`config.mk`:
```
export PLATFORM = sky130hd
export DESIGN_NAME = reorder_via_fifo_tracks
export DESIGN_NICKNAME = d
export VERILOG_FILES = /design/src/sv/rvft_pkg.sv /design/src/sv/reorder_via_fifo_tracks.sv
export SDC_FILE = /design/constraint.sdc
export NUM_CORES = 1
export LEC_CHECK = 0
export BUFFER_PORTS_ARGS = -buffer_cell sky130_fd_sc_hd__buf_4
export CAP_MARGIN = 0
export CORE_MARGIN = 1
export CORE_UTILIZATION = 55
export DETAILED_ROUTE_END_ITERATION = 8
export PLACE_DENSITY = 0.71
export RECOVER_POWER = 50
export SYNTH_ARGS = -nofsm -noshare
export SYNTH_HDL_FRONTEND = slang
export SYNTH_SLANG_ARGS = --single-unit
```
`constraint.sdc`:
```
create_clock -name clk -period 11.01 [get_ports clk]
set_clock_uncertainty 0.15 [all_clocks]
set_input_delay 1.101 -clock clk [delete_from_list [all_inputs] [get_ports clk]]
set_output_delay 1.101 -clock clk [all_outputs]
set_load 0.02 [all_outputs]
```
`src/sv/rvft_pkg.sv`:
```
`timescale 1ns / 1ps
// ----------------------------------------------------------------------------
// rvft_pkg
// shared types and constants of the fifo-track reorder block
// ----------------------------------------------------------------------------
package rvft_pkg;

    // default sizes
    localparam int NUM_TRACKS_DEF  = 4;
    localparam int TRACK_DEPTH_DEF = 8;
    localparam int MAX_ITEMS_DEF   = 64;

    // field widths
    localparam int CAR_W       = 7;
    localparam int ACTION_W    = 2;
    localparam int TRACK_IDX_W = 2;
    localparam int TIU_W       = 3;
    localparam int ICNT_W      = 7;
    localparam int CFG_IDX_W   = 1;
    localparam int CFG_DATA_W  = 7;

    // results caused by one item, at most
    localparam int MAX_RESULTS  = 33;
    localparam int RESULT_CNT_W = 6;

    // register reset values
    localparam int TIU_RESET  = 4;
    localparam int ICNT_RESET = 64;

    // sequence number ceiling
    localparam logic [CAR_W-1:0] CAR_MAX = 7'h7f;

    // configuration register indexes
    localparam logic [CFG_IDX_W-1:0] CFG_TRACKS_IN_USE = 1'b0;
    localparam logic [CFG_IDX_W-1:0] CFG_ITEM_COUNT    = 1'b1;

    typedef enum logic [ACTION_W-1:0] {
        ACT_DIRECT   = 2'd0,
        ACT_HELD     = 2'd1,
        ACT_RELEASED = 2'd2,
        ACT_NO_FIT   = 2'd3
    } action_t;

    typedef enum logic [5:0] {
        S_IDLE   = 6'b000001,
        S_DECIDE = 6'b000010,
        S_PLACE  = 6'b000100,
        S_RREAD  = 6'b001000,
        S_RCMP   = 6'b010000,
        S_FLUSH  = 6'b100000
    } state_t;

endpackage

```
`src/sv/reorder_via_fifo_tracks.sv`:
```
`timescale 1ns / 1ps
// ----------------------------------------------------------------------------
// reorder_via_fifo_tracks
// restores sequence order of numbered items with fifo holding tracks
// ----------------------------------------------------------------------------
// usage
//   input channel (in_valid/in_ready): one car_number per transfer, with
//   first_of_train set on the first car of a train to empty all tracks,
//   clear the failure flag and restart the expected number at 1
//   output channel (out_valid/out_ready): one to 33 results per input, the
//   final one flagged by last_of_run
//   config channel (cfg_valid/cfg_ready): always ready, index 0 selects
//   tracks_in_use, index 1 item_count; write only while the block is idle
// sequence
//   one item at a time; the input transfer is followed by decide, then
//   placement, which scans the tracks one after another, or release
//   rounds, which skip empty tracks and read the head of each other track
//   from the single track memory before comparing it, and last by flush;
//   results pass a pending stage before the output register
// reset
//   tracks empty, expected number 1, no failure, tracks_in_use 4 and
//   item_count 64 (clamped to the parameters); track memory is not cleared
// stalls
//   a stalled receiver holds the result in the output register; the block
//   waits with its next result and takes a new input once the final result
//   of the item sits in the output register
// ----------------------------------------------------------------------------
module reorder_via_fifo_tracks
    import rvft_pkg::*;
#(
    parameter int NUM_TRACKS  = NUM_TRACKS_DEF,
    parameter int TRACK_DEPTH = TRACK_DEPTH_DEF,
    parameter int MAX_ITEMS   = MAX_ITEMS_DEF
) (
    input  logic                   clk,
    input  logic                   rst_n,

    input  logic                   in_valid,
    output logic                   in_ready,
    input  logic [CAR_W-1:0]       car_number,
    input  logic                   first_of_train,

    output logic                   out_valid,
    input  logic                   out_ready,
    output logic [ACTION_W-1:0]    action,
    output logic [CAR_W-1:0]       moved_car,
    output logic [TRACK_IDX_W-1:0] track_index,
    output logic                   all_done,
    output logic                   last_of_run,

    input  logic                   cfg_valid,
    output logic                   cfg_ready,
    input  logic [CFG_IDX_W-1:0]   cfg_index,
    input  logic [CFG_DATA_W-1:0]  cfg_data
);

    // track select, slot, fill and scan counter widths
    localparam int TW        = (NUM_TRACKS > 1) ? $clog2(NUM_TRACKS) : 1;
    localparam int TCW       = $clog2(NUM_TRACKS + 1);
    localparam int HW        = $clog2(TRACK_DEPTH);
    localparam int FW        = $clog2(TRACK_DEPTH + 1);
    localparam int SW        = FW + 1;
    localparam int AW        = TW + HW;
    localparam int MEM_DEPTH = NUM_TRACKS << HW;

    // ------------------------------------------------------------------------
    // registers
    // ------------------------------------------------------------------------
    state_t                   state_reg, state_next;
    logic [TCW-1:0]           t_reg, t_next;
    logic [RESULT_CNT_W-1:0]  n_reg, n_next;
    logic [CAR_W-1:0]         exp_reg, exp_next;
    logic                     failed_reg, failed_next;
    logic [TIU_W-1:0]         tiu_reg, tiu_next;
    logic [ICNT_W-1:0]        icnt_reg, icnt_next;
    logic [FW-1:0]            fill_reg [NUM_TRACKS];
    logic [FW-1:0]            fill_next [NUM_TRACKS];
    logic [HW-1:0]            head_reg [NUM_TRACKS];
    logic [HW-1:0]            head_next [NUM_TRACKS];
    logic                     pend_valid_reg, pend_valid_next;
    logic                     out_valid_reg, out_valid_next;

    // payload registers
    logic [CAR_W-1:0]         car_reg, car_next;
    logic [CAR_W-1:0]         tail_reg [NUM_TRACKS];
    logic [CAR_W-1:0]         tail_next [NUM_TRACKS];
    action_t                  pend_act_reg, pend_act_next;
    logic [CAR_W-1:0]         pend_car_reg, pend_car_next;
    logic [TRACK_IDX_W-1:0]   pend_trk_reg, pend_trk_next;
    logic                     pend_done_reg, pend_done_next;
    action_t                  out_act_reg, out_act_next;
    logic [CAR_W-1:0]         out_car_reg, out_car_next;
    logic [TRACK_IDX_W-1:0]   out_trk_reg, out_trk_next;
    logic                     out_done_reg, out_done_next;
    logic                     out_last_reg, out_last_next;

    // track memory, one row of slots per track
    logic [CAR_W-1:0]         track_mem [MEM_DEPTH];
    logic [CAR_W-1:0]         rd_data_reg;
    logic                     mem_we;
    logic [AW-1:0]            mem_waddr;
    logic [CAR_W-1:0]         mem_wdata;
    logic                     mem_re;
    logic [AW-1:0]            mem_raddr;

    // ------------------------------------------------------------------------
    // helpers
    // ------------------------------------------------------------------------
    logic                     push_ok;
    logic                     gen_ok;
    logic                     in_xfer;
    logic [TW-1:0]            cur_t;
    logic [CAR_W-1:0]         exp_inc;
    logic                     last_track;
    logic [SW-1:0]            slot_sum;
    logic [HW-1:0]            slot_idx;
    logic [HW-1:0]            head_inc;
    logic                     usable;

    // new result into the pending stage, or finish of the item
    logic                     new_res;
    action_t                  new_act;
    logic [CAR_W-1:0]         new_car;
    logic [TRACK_IDX_W-1:0]   new_trk;
    logic                     new_done;
    logic                     finish;

    assign in_ready  = (state_reg == S_IDLE);
    assign cfg_ready = 1'b1;
    assign in_xfer   = in_valid && in_ready;

    // output register frees when empty or being taken
    assign push_ok = !out_valid_reg || out_ready;
    // pending stage can take a result when empty or it moves on now
    assign gen_ok  = !pend_valid_reg || push_ok;

    assign cur_t      = t_reg[TW-1:0];
    assign exp_inc    = (exp_reg == CAR_MAX) ? exp_reg : exp_reg + 7'd1;
    assign last_track = (t_reg == TCW'(NUM_TRACKS - 1));

    // slot after the tail of the current track, wrapped once
    assign slot_sum = SW'(head_reg[cur_t]) + SW'(fill_reg[cur_t]);
    assign slot_idx = (slot_sum >= SW'(TRACK_DEPTH)) ?
                      HW'(slot_sum - SW'(TRACK_DEPTH)) : HW'(slot_sum);
    assign head_inc = (SW'(head_reg[cur_t]) == SW'(TRACK_DEPTH - 1)) ?
                      '0 : head_reg[cur_t] + HW'(1);

    // empty track, or not full with a smaller tail
    assign usable = (fill_reg[cur_t] == '0) ||
                    ((fill_reg[cur_t] != FW'(TRACK_DEPTH)) && (tail_reg[cur_t] < car_reg));

    // ------------------------------------------------------------------------
    // sequencer
    // ------------------------------------------------------------------------
    always_comb
    begin
        state_next      = state_reg;
        t_next          = t_reg;
        n_next          = n_reg;
        exp_next        = exp_reg;
        failed_next     = failed_reg;
        fill_next       = fill_reg;
        head_next       = head_reg;
        tail_next       = tail_reg;
        car_next        = car_reg;
        pend_valid_next = pend_valid_reg;
        pend_act_next   = pend_act_reg;
        pend_car_next   = pend_car_reg;
        pend_trk_next   = pend_trk_reg;
        pend_done_next  = pend_done_reg;
        out_valid_next  = out_valid_reg && !out_ready;
        out_act_next    = out_act_reg;
        out_car_next    = out_car_reg;
        out_trk_next    = out_trk_reg;
        out_done_next   = out_done_reg;
        out_last_next   = out_last_reg;

        mem_we    = 1'b0;
        mem_waddr = {cur_t, slot_idx};
        mem_wdata = car_reg;
        mem_re    = 1'b0;
        mem_raddr = {cur_t, head_reg[cur_t]};

        new_res  = 1'b0;
        new_act  = ACT_DIRECT;
        new_car  = car_reg;
        new_trk  = '0;
        new_done = (exp_reg > icnt_reg);
        finish   = 1'b0;

        unique case (state_reg)
            S_IDLE:
            begin
                if (in_xfer)
                begin
                    car_next = car_number;
                    if (first_of_train)
                    begin
                        for (int i = 0; i < NUM_TRACKS; i++)
                        begin
                            fill_next[i] = '0;
                            head_next[i] = '0;
                        end
                        exp_next    = 7'd1;
                        failed_next = 1'b0;
                    end
                    t_next     = '0;
                    n_next     = '0;
                    state_next = S_DECIDE;
                end
            end

            S_DECIDE:
            begin
                if (failed_reg)
                begin
                    new_res    = 1'b1;
                    new_act    = ACT_NO_FIT;
                    state_next = S_FLUSH;
                end
                else if (car_reg == exp_reg)
                begin
                    // direct out, then look for heads to release
                    exp_next   = exp_inc;
                    new_res    = 1'b1;
                    new_act    = ACT_DIRECT;
                    new_done   = (exp_inc > icnt_reg);
                    n_next     = RESULT_CNT_W'(1);
                    t_next     = '0;
                    state_next = S_RREAD;
                end
                else
                begin
                    t_next     = '0;
                    state_next = S_PLACE;
                end
            end

            S_PLACE:
            begin
                if (5'(t_reg) >= 5'(tiu_reg))
                begin
                    // no track fits, failure sticks
                    failed_next = 1'b1;
                    new_res     = 1'b1;
                    new_act     = ACT_NO_FIT;
                    state_next  = S_FLUSH;
                end
                else if (usable)
                begin
                    mem_we           = 1'b1;
                    fill_next[cur_t] = fill_reg[cur_t] + FW'(1);
                    tail_next[cur_t] = car_reg;
                    new_res          = 1'b1;
                    new_act          = ACT_HELD;
                    new_trk          = TRACK_IDX_W'(cur_t);
                    state_next       = S_FLUSH;
                end
                else
                begin
                    t_next = t_reg + TCW'(1);
                end
            end

            S_RREAD:
            begin
                if (fill_reg[cur_t] != '0)
                begin
                    mem_re     = 1'b1;
                    state_next = S_RCMP;
                end
                else if (last_track)
                begin
                    state_next = S_FLUSH;
                end
                else
                begin
                    t_next = t_reg + TCW'(1);
                end
            end

            S_RCMP:
            begin
                if ((rd_data_reg == exp_reg) && (n_reg < RESULT_CNT_W'(MAX_RESULTS)))
                begin
                    // release the head, then rescan from track 0
                    if (gen_ok)
                    begin
                        head_next[cur_t] = head_inc;
                        fill_next[cur_t] = fill_reg[cur_t] - FW'(1);
                        exp_next         = exp_inc;
                        new_res          = 1'b1;
                        new_act          = ACT_RELEASED;
                        new_car          = rd_data_reg;
                        new_trk          = TRACK_IDX_W'(cur_t);
                        new_done         = (exp_inc > icnt_reg);
                        n_next           = n_reg + RESULT_CNT_W'(1);
                        t_next           = '0;
                        state_next       = S_RREAD;
                    end
                end
                else if ((rd_data_reg == exp_reg) || last_track)
                begin
                    state_next = S_FLUSH;
                end
                else
                begin
                    t_next     = t_reg + TCW'(1);
                    state_next = S_RREAD;
                end
            end

            S_FLUSH:
            begin
                if (push_ok)
                begin
                    finish     = 1'b1;
                    state_next = S_IDLE;
                end
            end

            default:
            begin
                state_next = S_IDLE;
            end
        endcase

        // pending stage holds one result back until it is known whether it
        // is the last one of the item
        if (new_res)
        begin
            if (pend_valid_reg)
            begin
                out_valid_next = 1'b1;
                out_act_next   = pend_act_reg;
                out_car_next   = pend_car_reg;
                out_trk_next   = pend_trk_reg;
                out_done_next  = pend_done_reg;
                out_last_next  = 1'b0;
            end
            pend_valid_next = 1'b1;
            pend_act_next   = new_act;
            pend_car_next   = new_car;
            pend_trk_next   = new_trk;
            pend_done_next  = new_done;
        end

        if (finish)
        begin
            out_valid_next  = 1'b1;
            out_act_next    = pend_act_reg;
            out_car_next    = pend_car_reg;
            out_trk_next    = pend_trk_reg;
            out_done_next   = pend_done_reg;
            out_last_next   = 1'b1;
            pend_valid_next = 1'b0;
        end
    end

    // ------------------------------------------------------------------------
    // configuration writes, values clamped to the parameters
    // ------------------------------------------------------------------------
    always_comb
    begin
        tiu_next  = tiu_reg;
        icnt_next = icnt_reg;
        if (cfg_valid)
        begin
            unique case (cfg_index)
                CFG_TRACKS_IN_USE:
                begin
                    tiu_next = (5'(cfg_data[TIU_W-1:0]) > 5'(NUM_TRACKS)) ?
                               TIU_W'(NUM_TRACKS) : cfg_data[TIU_W-1:0];
                end
                CFG_ITEM_COUNT:
                begin
                    icnt_next = (11'(cfg_data) > 11'(MAX_ITEMS)) ?
                                ICNT_W'(MAX_ITEMS) : cfg_data;
                end
                default:
                begin
                    tiu_next = tiu_reg;
                end
            endcase
        end
    end

    // ------------------------------------------------------------------------
    // control state
    // ------------------------------------------------------------------------
    always_ff @(posedge clk or negedge rst_n)
    begin
        if (!rst_n)
        begin
            state_reg      <= S_IDLE;
            t_reg          <= '0;
            n_reg          <= '0;
            exp_reg        <= 7'd1;
            failed_reg     <= 1'b0;
            tiu_reg        <= (NUM_TRACKS < TIU_RESET) ? TIU_W'(NUM_TRACKS) : TIU_W'(TIU_RESET);
            icnt_reg       <= (MAX_ITEMS < ICNT_RESET) ? ICNT_W'(MAX_ITEMS) : ICNT_W'(ICNT_RESET);
            pend_valid_reg <= 1'b0;
            out_valid_reg  <= 1'b0;
            for (int i = 0; i < NUM_TRACKS; i++)
            begin
                fill_reg[i] <= '0;
                head_reg[i] <= '0;
            end
        end
        else
        begin
            state_reg      <= state_next;
            t_reg          <= t_next;
            n_reg          <= n_next;
            exp_reg        <= exp_next;
            failed_reg     <= failed_next;
            tiu_reg        <= tiu_next;
            icnt_reg       <= icnt_next;
            pend_valid_reg <= pend_valid_next;
            out_valid_reg  <= out_valid_next;
            fill_reg       <= fill_next;
            head_reg       <= head_next;
        end
    end

    // ------------------------------------------------------------------------
    // payload
    // ------------------------------------------------------------------------
    always_ff @(posedge clk)
    begin
        car_reg       <= car_next;
        tail_reg      <= tail_next;
        pend_act_reg  <= pend_act_next;
        pend_car_reg  <= pend_car_next;
        pend_trk_reg  <= pend_trk_next;
        pend_done_reg <= pend_done_next;
        out_act_reg   <= out_act_next;
        out_car_reg   <= out_car_next;
        out_trk_reg   <= out_trk_next;
        out_done_reg  <= out_done_next;
        out_last_reg  <= out_last_next;
    end

    // ------------------------------------------------------------------------
    // track memory: writes only while placing, reads only while releasing,
    // so one item never reads and writes in the same cycle
    // ------------------------------------------------------------------------
    always_ff @(posedge clk)
    begin
        if (mem_we)
        begin
            track_mem[mem_waddr] <= mem_wdata;
        end
        if (mem_re)
        begin
            rd_data_reg <= track_mem[mem_raddr];
        end
    end

    // ------------------------------------------------------------------------
    // outputs
    // ------------------------------------------------------------------------
    assign out_valid   = out_valid_reg;
    assign action      = out_act_reg;
    assign moved_car   = out_car_reg;
    assign track_index = out_trk_reg;
    assign all_done    = out_done_reg;
    assign last_of_run = out_last_reg;

endmodule

```
==> metrics.cfg <==
[outcome]
outcome = finished with violations
violations = capacitance limit, slew limit

[synthesis]
syn-cell-area_um2 = 15400
synth_nets = 1032
avgSynthCellArea_um2 = 15.8
synth_flop_cell = edfxtp_1
synth-edff-count = 290
yosysUniqueCellTypes = 69
async_flop_share_pct = 17.8
ys_warn_count = 0
ys_seq_elements = 354
syn_inst = 973
ys_seq_area_share_pct = 67.2

[sta]
max_slew.worst_pin.slew_ps = 3520
rsz0062_at_grt = no
slew_headroom_pct = -135
fin_crit_sh_pct = 51.8
max_freq_mhz = 175
setup_viol = 0
hold_viol = 0
finalSetupTns_ps = 0
drv_slew = 333
setup_ws_ps = 5300
period_minus_slack_ps = 5710

[placed_design]
place.port_buffers = 35
dp_slack_ps = 5860
routabilityCongestion = 0.896
hpwl_um = 21700

[final_layout]
diodes = 0
mostFrequentLayoutCells = edfxtp_1, mux4_2, nand2_1, nor2_1, dfrtp_1
final_layout_size_suffix_gt1_share_pct = 17.1
fill_cells = 1970
layout_commonest_cell = edfxtp_1
area_growth_pct = 11.7
seqCellArea_um2 = 10300
multiInputGateArea_um2 = 4720
nNetsFinal = 1076
largest_register_ffs = 224

[pwr]
p_clk_share_pct = 36.8
netSwitchingPower_uw = 951
seq_power_share_pct = 46.7
power_density_nw_per_um2 = 200
p_int_uw = 2480
p_comb_share_pct = 16.5
p_leak_uw = 0.00589
ir_worst_vdd_uv = 206
p_sw_share_pct = 27.7

[floorplan]
initial_core_util_pct = 56.5
rows = 60
dieArea_um2 = 28600
fp.dieH_um = 169
core_area_um2 = 27200
ioPinCount = 37
die_w_um = 169

[clock_tree]
cts_tree = yes
postCtsHoldBufs = 0
numCtsBuffers = 38
clockRootBuffer = clkbuf_16
post_cts_resized = 0
cts_setup_buffers = 0
cts_sinks = 354
clk_latency_ps = 530
clk_pin_slew_ps = 60
htreeDepth = 2
cts_buffer_depth = 3

[global_route]
antenna_found_initial = 0
grt_max_degree = 64
gr-total-overflow = 0
grt_pass1_vias = 8508
grt_pass1_wl_um = 50400
grt.total_usage_pct = 24.0

[detailed_routing]
ant_nets = 0
dr.pass1.iters = 5
viasPerCell = 6.15
drc = 0
finalWirelength_um = 33100
vias = 8710
wl_per_cell_um = 23.3
drtIter0Drc = 932

[setup_path]
crit_chain = clkbuf_1, inv_1, ha_1, and4_1, o2111a_1, a2111oi_4, a21oi_1, o2111ai_1, nand2_1, o21ai_1
cp.required_ps = 11000
max_stage_delay_ps = 1450
worstPathArrival_ps = 5690
start_kind = flop
cpMaxStageDelayCell = clkbuf_1
rr_startpoint = car_reg[6]
r2r_slack_ps = 5300
end_kind = flop
crit_path_start = car_reg[6]
critPathKind = flop to flop
cp_max_fo = 38

[flow_run]
maxCapViolCount = 8

[hold_path]
min_from = pend_done_reg
hp-class = flop to flop

[per-stage QoR]
stage          utilization (%)  instance area, µm²  hold WS (ps)  instances  power [µW]
6_report                  63.1               17100           273       1417        3430
2_1_floorplan                -               15400           250        973        2000
4_1_cts                   63.3               17200           276       1417        3450
3_3_place_gp              58.7               16000           254       1349        2180
5_1_grt                   63.1               17100           285       1417        3560
3_5_place_dp              58.7               16000           262       1349        2190
[final cells by class]
| class | count | area share [%] |
|---|---|---|
| Sequential cell | 354 | 60.1 |
| Multi-Input combinational cell | 547 | 27.5 |
| Clock buffer | 44 | 5.80 |
| Tap cell | 372 | 2.71 |
| Timing Repair Buffer | 48 | 1.75 |
| Clock inverter | 24 | 1.47 |
| Inverter | 28 | 0.613 |
[final timing paths]
kind / endpoint / cells after the start
min reg2reg: all_done / 0
max in group asynchronous: head_reg[10] / 1
max: moved_car[5] / 10
min in group asynchronous: n_reg[4] / 1
min: all_done / 0
max reg2reg: moved_car[5] / 10
[synth_stat cells, drive strengths merged (10+ instances only)]
cell	number	area share [%]
a21oi	25	0.81
a22oi	30	1.5
and2	10	0.41
buf	24	0.92
clkbuf	20	0.49
dfrtp	59	9.6
edfxtp	290	57
ha	37	3.0
inv	26	0.64
mux2i	10	0.65
mux4	69	10
nand2	63	1.5
nand2b	17	0.69
nand3	14	0.46
nand4	13	0.53
nor2	64	1.6
nor3	13	0.52
o21ai	52	1.7
xor2	15	0.86
[power by group through the flow]
stage	combinational, µW	clock (µW)	sequential (µW)
global route	617	1330	1610
global placement	562	0	1620
floorplan	349	0	1650
detailed placement	571	0	1620
finish	565	1260	1600
CTS	571	1280	1600
[logic make-up after synthesis]
kind of cell / count (synthesis) / share of synthesized area [%]
compound gates: 170 / 7.54
xor+xnor: 21 / 1.20
fa+ha+maj: 38 / 3.15
buf+inv: 72 / 2.09
flops: 354 / 67.2
mux: 87 / 11.4
other cells: 1 / 0.0244
simple gates: 230 / 7.46
[layer usage]
metal	part of all wire [%]	up-vias	wire length [µm]	GRT usage [%]
met5	0	-	0	0
met4	2.6	0	873	7.76
met3	8.1	68	2670	4.70
met2	48	406	15900	39.0
met1	41	4332	13600	32.8
li1	-	3904	-	-
[worst max-delay path, delay by kind of cell (launching register included)]
kind                       cells  cell delay (ps)
DFF                            1              320
AOI/OAI and AO/OA              5             2330
buffers and inverters          2             1630
adders and majority gates      1              380
and+or+nand+nor                2              480
No activity file was read; power rests on OpenSTA's default activity.
